[config.mk]
export PLATFORM = sky130hd
export DESIGN_NAME = srtf_schedule_simulator
export DESIGN_NICKNAME = d
export VERILOG_FILES = /design/src/sv/srtf_pkg.sv /design/src/sv/srtf_cell.sv /design/src/sv/srtf_schedule_simulator.sv
export SDC_FILE = /design/constraint.sdc
export NUM_CORES = 2
export LEC_CHECK = 0
export BUFFER_PORTS_ARGS = -buffer_cell sky130_fd_sc_hd__clkbuf_2
export CORE_MARGIN = 8
export CORE_UTILIZATION = 35
export CTS_BUF_LIST = sky130_fd_sc_hd__clkbuf_16
export DETAILED_ROUTE_END_ITERATION = 7
export PLACE_DENSITY = 0.61
export SYNTH_ARGS = -nofsm -noshare
export SYNTH_HDL_FRONTEND = slang
export SYNTH_SLANG_ARGS = --single-unit
export TNS_END_PERCENT = 50
[constraint.sdc]
create_clock -name clk -period 7.1 [get_ports clk]
set_clock_uncertainty 0.1 [all_clocks]
set_input_delay 1.065 -clock clk [delete_from_list [all_inputs] [get_ports clk]]
set_output_delay 1.065 -clock clk [all_outputs]
set_load 0.005 [all_outputs]
[src/sv/srtf_pkg.sv]
`timescale 1ns / 1ps

package srtf_pkg;

  localparam int MAX_PROCS  = 16;
  localparam int SLOT_W     = (MAX_PROCS > 1) ? $clog2(MAX_PROCS) : 1;
  localparam int CNT_W      = $clog2(MAX_PROCS + 1);
  localparam int TIME_W     = 13;
  localparam int ARR_W      = 10;
  localparam int BURST_W    = 8;
  localparam int OUT_SLOT_W = 4;

  typedef logic [TIME_W-1:0]     time_t;
  typedef logic [ARR_W-1:0]      arr_t;
  typedef logic [BURST_W-1:0]    burst_t;
  typedef logic [SLOT_W-1:0]     slot_t;
  typedef logic [CNT_W-1:0]      cnt_t;
  typedef logic [OUT_SLOT_W-1:0] out_slot_t;

  // selection token passed down the cell row
  typedef struct packed {
    logic   found;
    burst_t best_rem;
    slot_t  best_slot;
    logic   nxt_valid;
    arr_t   nxt;
  } token_t;

  // broadcast from the controller to every cell
  typedef struct packed {
    logic   clear;
    logic   load_en;
    logic   upd_en;
    slot_t  slot;
    arr_t   arr;
    burst_t burst;
    burst_t run;
    time_t  upd_time;
  } cell_cmd_t;

  typedef struct packed {
    arr_t   arr;
    burst_t burst;
    time_t  comp;
  } cell_info_t;

endpackage

[src/sv/srtf_cell.sv]
`timescale 1ns / 1ps

module srtf_cell (
  input  logic                clk,
  input  logic                rst,
  input  srtf_pkg::slot_t     idx,
  input  srtf_pkg::cell_cmd_t cmd,
  input  srtf_pkg::time_t     sim_time,
  input  srtf_pkg::token_t    tok_in,
  output srtf_pkg::token_t    tok_out,
  output srtf_pkg::cell_info_t info
);
  import srtf_pkg::*;

  logic   live;
  logic   done;
  arr_t   arr;
  burst_t burst;
  burst_t rem;
  time_t  comp;
  logic   elig;
  logic   arrived;
  logic   hit;
  token_t tok_next;

  assign hit     = (cmd.slot == idx);
  assign elig    = live && !done;
  assign arrived = (TIME_W'(arr) <= sim_time);

  always_comb begin
    tok_next = tok_in;
    if (elig && arrived && (!tok_in.found || rem < tok_in.best_rem)) begin
      tok_next.found     = 1'b1;
      tok_next.best_rem  = rem;
      tok_next.best_slot = idx;
    end
    if (elig && !arrived && (!tok_in.nxt_valid || arr < tok_in.nxt)) begin
      tok_next.nxt_valid = 1'b1;
      tok_next.nxt       = arr;
    end
  end

  always_ff @(posedge clk) begin
    if (rst || cmd.clear) begin
      live <= 1'b0;
      done <= 1'b0;
    end else if (cmd.load_en && hit) begin
      live <= 1'b1;
      done <= 1'b0;
    end else if (cmd.upd_en && hit && rem == cmd.run) begin
      done <= 1'b1;
    end
  end

  always_ff @(posedge clk) begin
    tok_out <= tok_next;
    if (cmd.load_en && hit) begin
      arr   <= cmd.arr;
      burst <= cmd.burst;
      rem   <= cmd.burst;
    end else if (cmd.upd_en && hit) begin
      rem <= rem - cmd.run;
      if (rem == cmd.run) begin
        comp <= cmd.upd_time;
      end
    end
  end

  assign info = '{arr: arr, burst: burst, comp: comp};

endmodule

[src/sv/srtf_schedule_simulator.sv]
`timescale 1ns / 1ps

// shortest-remaining-time-first schedule simulator
// input channel (in_valid / in_ready): one request per process, arrive_at
//   and burst_len, stored in slot order; last_process starts the run.
//   requests beyond MAX_PROCS loaded slots are dropped. burst 0 counts as 1
// output channel (out_valid / out_ready): one result per loaded slot in slot
//   order, last_result set on the final slot
// each slot is a cell in a row; a selection token walks the row one cell per
//   cycle, and one scheduling round is a sweep then an apply step. a round runs
//   the chosen process up to its finish or the next arrival, so a set of n
//   processes needs at most 2n rounds; after the last round the results follow
//   one per cycle while the receiver takes them
// in_ready is low from the last request until the final result sits in the
//   output register
// when the receiver stalls, the output register holds its result and the
//   row waits; the next set may load while the final result is still pending
// reset empties all slots and returns to loading

module srtf_schedule_simulator (
  input  logic                clk,
  input  logic                rst,
  input  logic                in_valid,
  output logic                in_ready,
  input  srtf_pkg::arr_t      arrive_at,
  input  srtf_pkg::burst_t    burst_len,
  input  logic                last_process,
  output logic                out_valid,
  input  logic                out_ready,
  output srtf_pkg::out_slot_t process_slot,
  output srtf_pkg::time_t     finish_tick,
  output srtf_pkg::time_t     turnaround_len,
  output srtf_pkg::time_t     wait_len,
  output logic                last_result
);
  import srtf_pkg::*;

  typedef enum logic [1:0] {
    S_LOAD,
    S_SWEEP,
    S_APPLY,
    S_EMIT
  } state_t;

  state_t     state;
  cnt_t       loaded_cnt;
  cnt_t       fin_cnt;
  time_t      sim_time;
  slot_t      sweep_cnt;
  slot_t      emit_idx;
  cell_cmd_t  cmd;
  token_t     tok [MAX_PROCS];
  cell_info_t info [MAX_PROCS];
  token_t     best;
  cell_info_t sel;
  time_t      gap;
  burst_t     run;
  logic       fin;
  time_t      new_t;
  logic       room;
  logic       emit_go;
  logic       emit_last;
  time_t      tat;

  genvar gi;
  generate
    for (gi = 0; gi < MAX_PROCS; gi++) begin : g_cell
      if (gi == 0) begin : g_head
        srtf_cell u_cell (
          .clk      (clk),
          .rst      (rst),
          .idx      (SLOT_W'(gi)),
          .cmd      (cmd),
          .sim_time (sim_time),
          .tok_in   ('0),
          .tok_out  (tok[gi]),
          .info     (info[gi])
        );
      end else begin : g_body
        srtf_cell u_cell (
          .clk      (clk),
          .rst      (rst),
          .idx      (SLOT_W'(gi)),
          .cmd      (cmd),
          .sim_time (sim_time),
          .tok_in   (tok[gi-1]),
          .tok_out  (tok[gi]),
          .info     (info[gi])
        );
      end
    end
  endgenerate

  assign best      = tok[MAX_PROCS-1];
  assign room      = (loaded_cnt < CNT_W'(MAX_PROCS));
  assign in_ready  = (state == S_LOAD);
  assign gap       = TIME_W'(best.nxt) - sim_time;
  assign run       = (!best.nxt_valid || TIME_W'(best.best_rem) <= gap) ?
                     best.best_rem : gap[BURST_W-1:0];
  assign fin       = (run == best.best_rem);
  assign new_t     = sim_time + TIME_W'(run);
  assign sel       = info[emit_idx];
  assign tat       = sel.comp - TIME_W'(sel.arr);
  assign emit_go   = !out_valid || out_ready;
  assign emit_last = ((CNT_W'(emit_idx) + CNT_W'(1)) == loaded_cnt);

  always_comb begin
    cmd          = '0;
    cmd.clear    = (state == S_EMIT) && emit_go && emit_last;
    cmd.load_en  = (state == S_LOAD) && in_valid && room;
    cmd.upd_en   = (state == S_APPLY) && best.found;
    cmd.slot     = (state == S_LOAD) ? loaded_cnt[SLOT_W-1:0] : best.best_slot;
    cmd.arr      = arrive_at;
    cmd.burst    = (burst_len == '0) ? BURST_W'(1) : burst_len;
    cmd.run      = run;
    cmd.upd_time = new_t;
  end

  always_ff @(posedge clk) begin
    if (rst) begin
      state      <= S_LOAD;
      loaded_cnt <= '0;
      fin_cnt    <= '0;
      sim_time   <= '0;
      sweep_cnt  <= '0;
      emit_idx   <= '0;
      out_valid  <= 1'b0;
    end else begin
      if (out_valid && out_ready && (state != S_EMIT)) begin
        out_valid <= 1'b0;
      end
      case (state)
        S_LOAD: begin
          if (in_valid) begin
            if (room) begin
              loaded_cnt <= loaded_cnt + CNT_W'(1);
            end
            if (last_process) begin
              state     <= S_SWEEP;
              sweep_cnt <= '0;
            end
          end
        end
        S_SWEEP: begin
          sweep_cnt <= sweep_cnt + SLOT_W'(1);
          if (sweep_cnt == SLOT_W'(MAX_PROCS - 1)) begin
            state <= S_APPLY;
          end
        end
        S_APPLY: begin
          sweep_cnt <= '0;
          if (best.found) begin
            sim_time <= new_t;
            if (fin) begin
              fin_cnt <= fin_cnt + CNT_W'(1);
            end
          end else begin
            sim_time <= TIME_W'(best.nxt);
          end
          if (best.found && fin && ((fin_cnt + CNT_W'(1)) == loaded_cnt)) begin
            state    <= S_EMIT;
            emit_idx <= '0;
          end else begin
            state <= S_SWEEP;
          end
        end
        S_EMIT: begin
          if (emit_go) begin
            out_valid      <= 1'b1;
            process_slot   <= OUT_SLOT_W'(emit_idx);
            finish_tick    <= sel.comp;
            turnaround_len <= tat;
            wait_len       <= tat - TIME_W'(sel.burst);
            last_result    <= emit_last;
            emit_idx       <= emit_idx + SLOT_W'(1);
            if (emit_last) begin
              state      <= S_LOAD;
              loaded_cnt <= '0;
              fin_cnt    <= '0;
              sim_time   <= '0;
            end
          end
        end
        default: begin
          state <= S_LOAD;
        end
      endcase
    end
  end

endmodule

==> results.py <==
metrics = {
    "outcome": {
        "status": "finished, final reports clean",
    },
    "sta": {
        "slew_viol_final": 0,
        "clock.fmax_mhz": 150,
        "hold_violations": 0,
        "min_period_ns": 6.66,
        "finalSetupViolCount": 0,
        "worst_pin_slew_ns": 1.20,
        "finalCritPeriodShare": 0.938,
        "rsz0062_at_grt": "true",
        "postLayoutSetupSlackWorst_ns": 0.440,
        "slew_headroom": 0.201,
    },
    "finish": {
        "syn_to_final_growth_pct": 13.2,
        "final_nets": 5219,
        "nFillCells": 14900,
        "antenna_cells": 0,
        "drive_above_1_share": 0.187,
    },
    "setup_path": {
        "crit_fanout": 12,
        "crit_type": "flip-flop to flip-flop",
        "crit_path_top_delay_cell": "or4b_2",
        "cp.required_ns": 7.63,
        "cp_slowest_stage_delay_ns": 0.64,
        "critPathLaunchType": "flip-flop",
        "arrival_ns": 7.19,
        "cp-end-kind": "flip-flop",
    },
    "die": {
        "coreArea_mm2": 0.160,
        "fp.dieW_um": 417,
        "ios": 69,
        "rows": 147,
        "start_util": 0.351,
        "die_y_um": 417,
        "die_area_mm2": 0.174,
    },
    "detailed_routing": {
        "ant_nets": 0,
        "drtIter0Drc": 2946,
        "vias_per_cell": 5.31,
        "firstDrtPassIters": 5,
        "wl_per_cell_um": 23.2,
        "drc": 0,
        "routed_wl_mm": 158,
        "vias": 36200,
    },
    "synthesis": {
        "ys_seq_area_frac": 0.512,
        "async_flop_share": 0,
        "ys_ff_latch": 1103,
        "synth_flop_cell": "edfxtp_1",
        "synth-edff-count": 668,
        "synthTopCellsByCount": "edfxtp_1 (668), ha_1 (559), dfxtp_1 (435), inv_1 (382), mux2_2 (262)",
        "synthCells": 4458,
        "synth.avg_cell_area_um2": 12.6,
        "synth_top_area_frac": 0.357,
        "syn_nets": 5060,
        "synth.area.top_cells": "edfxtp_1 (36%), dfxtp_1 (16%), ha_1 (12%), mux4_2 (6.2%), mux2_2 (5.3%)",
        "synth_warnings": 0,
        "synth_most_common_cell": "edfxtp_1",
        "synth_cell_types": 81,
        "syn_area_mm2": 0.0562,
        "yosys.area.top_type": "edfxtp_1",
    },
    "global_routing": {
        "grt_antenna_before_repair": 0,
        "grt_start_max_net_pins": 46,
        "gr-total-overflow": 0,
        "grt_pass1_wl_mm": 236,
        "grt_pass1_vias": 36400,
        "grt.total_usage": 0.178,
    },
    "cts": {
        "clockRootBuffer": "clkbuf_16",
        "clock_sinks": 1103,
        "htree_levels": 3,
        "cts_made_buffers": 119,
        "clk_pin_slew_ns": 0.06,
        "cts_tree": "yes",
        "cts_buffer_depth": 3,
        "clkLatencyLatePin_ns": 0.74,
    },
    "power_and_ir_drop": {
        "p_sw_uw": 3950,
        "p_int_uw": 11400,
        "switching_share": 0.257,
        "clock_power_share": 0.399,
        "combPwrFrac": 0.127,
        "power.leakage_uw": 0.0236,
        "p_seq_frac": 0.473,
        "power_density_mw_per_mm2": 242,
        "finalPower_uw": 15400,
        "vdd_drop_max_v": 0.000190,
    },
    "place": {
        "dp_worst_setup_slack_ns": 0.00163,
        "dp_hpwl_mm": 110,
        "place_congestion": 0.881,
        "port_buffers": 68,
    },
    "min_path": {
        "hold_class": "flip-flop to flip-flop",
    },
    "flow_run": {
        "maxCapViolCount": 0,
    },
}
-- registers in the layout (all words and copies together), names as in the netlist, 8 cells and up --
| name | cells |
|---|---|
| g_cell.g_body.u_cell.arr | 150 |
| finish_tick | 13 |
| g_cell.g_body.u_cell.done | 15 |
| g_cell.g_body.u_cell.comp | 195 |
| g_cell.g_body.u_cell.live | 15 |
| g_cell.g_head.u_cell.arr | 10 |
| turnaround_len | 13 |
| wait_len | 13 |
| g_cell.g_head.u_cell.tok_out | 20 |
| g_cell.g_head.u_cell.rem | 8 |
| g_cell.g_body.u_cell.burst | 120 |
| g_cell.g_body.u_cell.tok_out | 349 |
| g_cell.g_body.u_cell.rem | 120 |
| g_cell.g_head.u_cell.burst | 8 |
| g_cell.g_head.u_cell.comp | 13 |
| sim_time | 13 |
-- path summary, 6_finish.rpt --
| kind | startpoint | to | slack [ns] | depth (start not counted) |
|---|---|---|---|---|
| worst max-delay path | sim_time[2]$_SDFFE_PP0P_ | sim_time[12]$_SDFFE_PP0P_ | 0.44 | 28 |
| worst min-delay path | g_cell[5].g_body.u_cell.tok_out[13]$_SDFF_PP1_ | g_cell[6].g_body.u_cell.tok_out[13]$_SDFF_PP1_ | 0.29 | 1 |
| worst max register to register | sim_time[2]$_SDFFE_PP0P_ | sim_time[12]$_SDFFE_PP0P_ | 0.44 | 28 |
| worst min register to register | g_cell[5].g_body.u_cell.tok_out[13]$_SDFF_PP1_ | g_cell[6].g_body.u_cell.tok_out[13]$_SDFF_PP1_ | 0.29 | 1 |
-- area by class of cell --
cell class              count  area, um^2  share of cell area
inverters                 389        1460              0.0230
repair buffers            168        1140              0.0179
flip-flops and latches   1103       28800               0.452
clock inverters           101         721              0.0113
multi-input cells        2836       25700               0.405
well taps                2086        2610              0.0410
clock buffers             126        3150              0.0496
-- cells in the final DEF (no fill, tap or decap), types with 77 or more instances in the layout --
master and instances:
nor2_1 175, edfxtp_1 668, inv_1 404, mux4_2 155, ha_1 559, a21o_1 121, nand2_1 150, xnor2_1 79
nand3_1 77, o21a_1 95, buf_4 96, dfxtp_1 432, nand2b_1 83, nor2b_1 94, a21oi_1 226, clkbuf_16 126
mux2_2 262, o21ai_0 153
-- logic make-up (layout without fill, tap and decap cells) --
kind of cell / Yosys count / count (layout) / synth area share
compound gates: 831 / 831 / 0.0989
xor+xnor: 137 / 137 / 0.0221
fa+ha+maj: 579 / 579 / 0.132
buf+inv: 519 / 784 / 0.0354
flops: 1103 / 1103 / 0.512
mux: 458 / 458 / 0.122
simple gates: 831 / 831 / 0.0779
-- through the flow --
stage / instance area, um^2 / hold slack, ns / TNS (ns) / std cells / utilization
2_1_floorplan: 56200 / 0.292 / -0.928 / 4458 / -
3_3_place_gp: 59600 / 0.297 / 0 / 6580 / 0.373
3_5_place_dp: 59600 / 0.299 / 0 / 6580 / 0.373
4_1_cts: 63500 / 0.309 / 0 / 6807 / 0.397
5_1_grt: 63600 / 0.318 / -0.0289 / 6809 / 0.397
6_report: 63600 / 0.294 / 0 / 6809 / 0.397
-- repair_timing --
action | in CTS | in global routing
gates resized for setup | 1 | 6
pin swaps | 0 | 0
setup buffers | 0 | 2
hold buffers | 0 | 0
setup endpoints to repair | 5 | 98
-- power groups by stage --
stage	combinational, uW	sequential [uW]	clock (uW)
after global routing	2170	7300	6520
after floorplan	1400	7320	0
after global placement	1900	7410	0
after detailed placement	1930	7410	0
final	1950	7280	6140
after CTS	1950	7280	6260
-- worst max-delay path: cells and delay by family (launching register included) --
kind	cells	cell delay, ns
xor+xnor	1	0.18
flops	1	0.37
simple gates	8	2.08
compound gates	12	2.21
buf+inv	3	0.35
fa+ha+maj	4	1.25
-- layer usage --
layer	track usage	part of all wire
met5	0	0
met1	0.244	0.45
met3	0.0221	0.050
met2	0.295	0.47
met4	0.0526	0.028
Note: power is estimated with default switching activity, not from simulation.
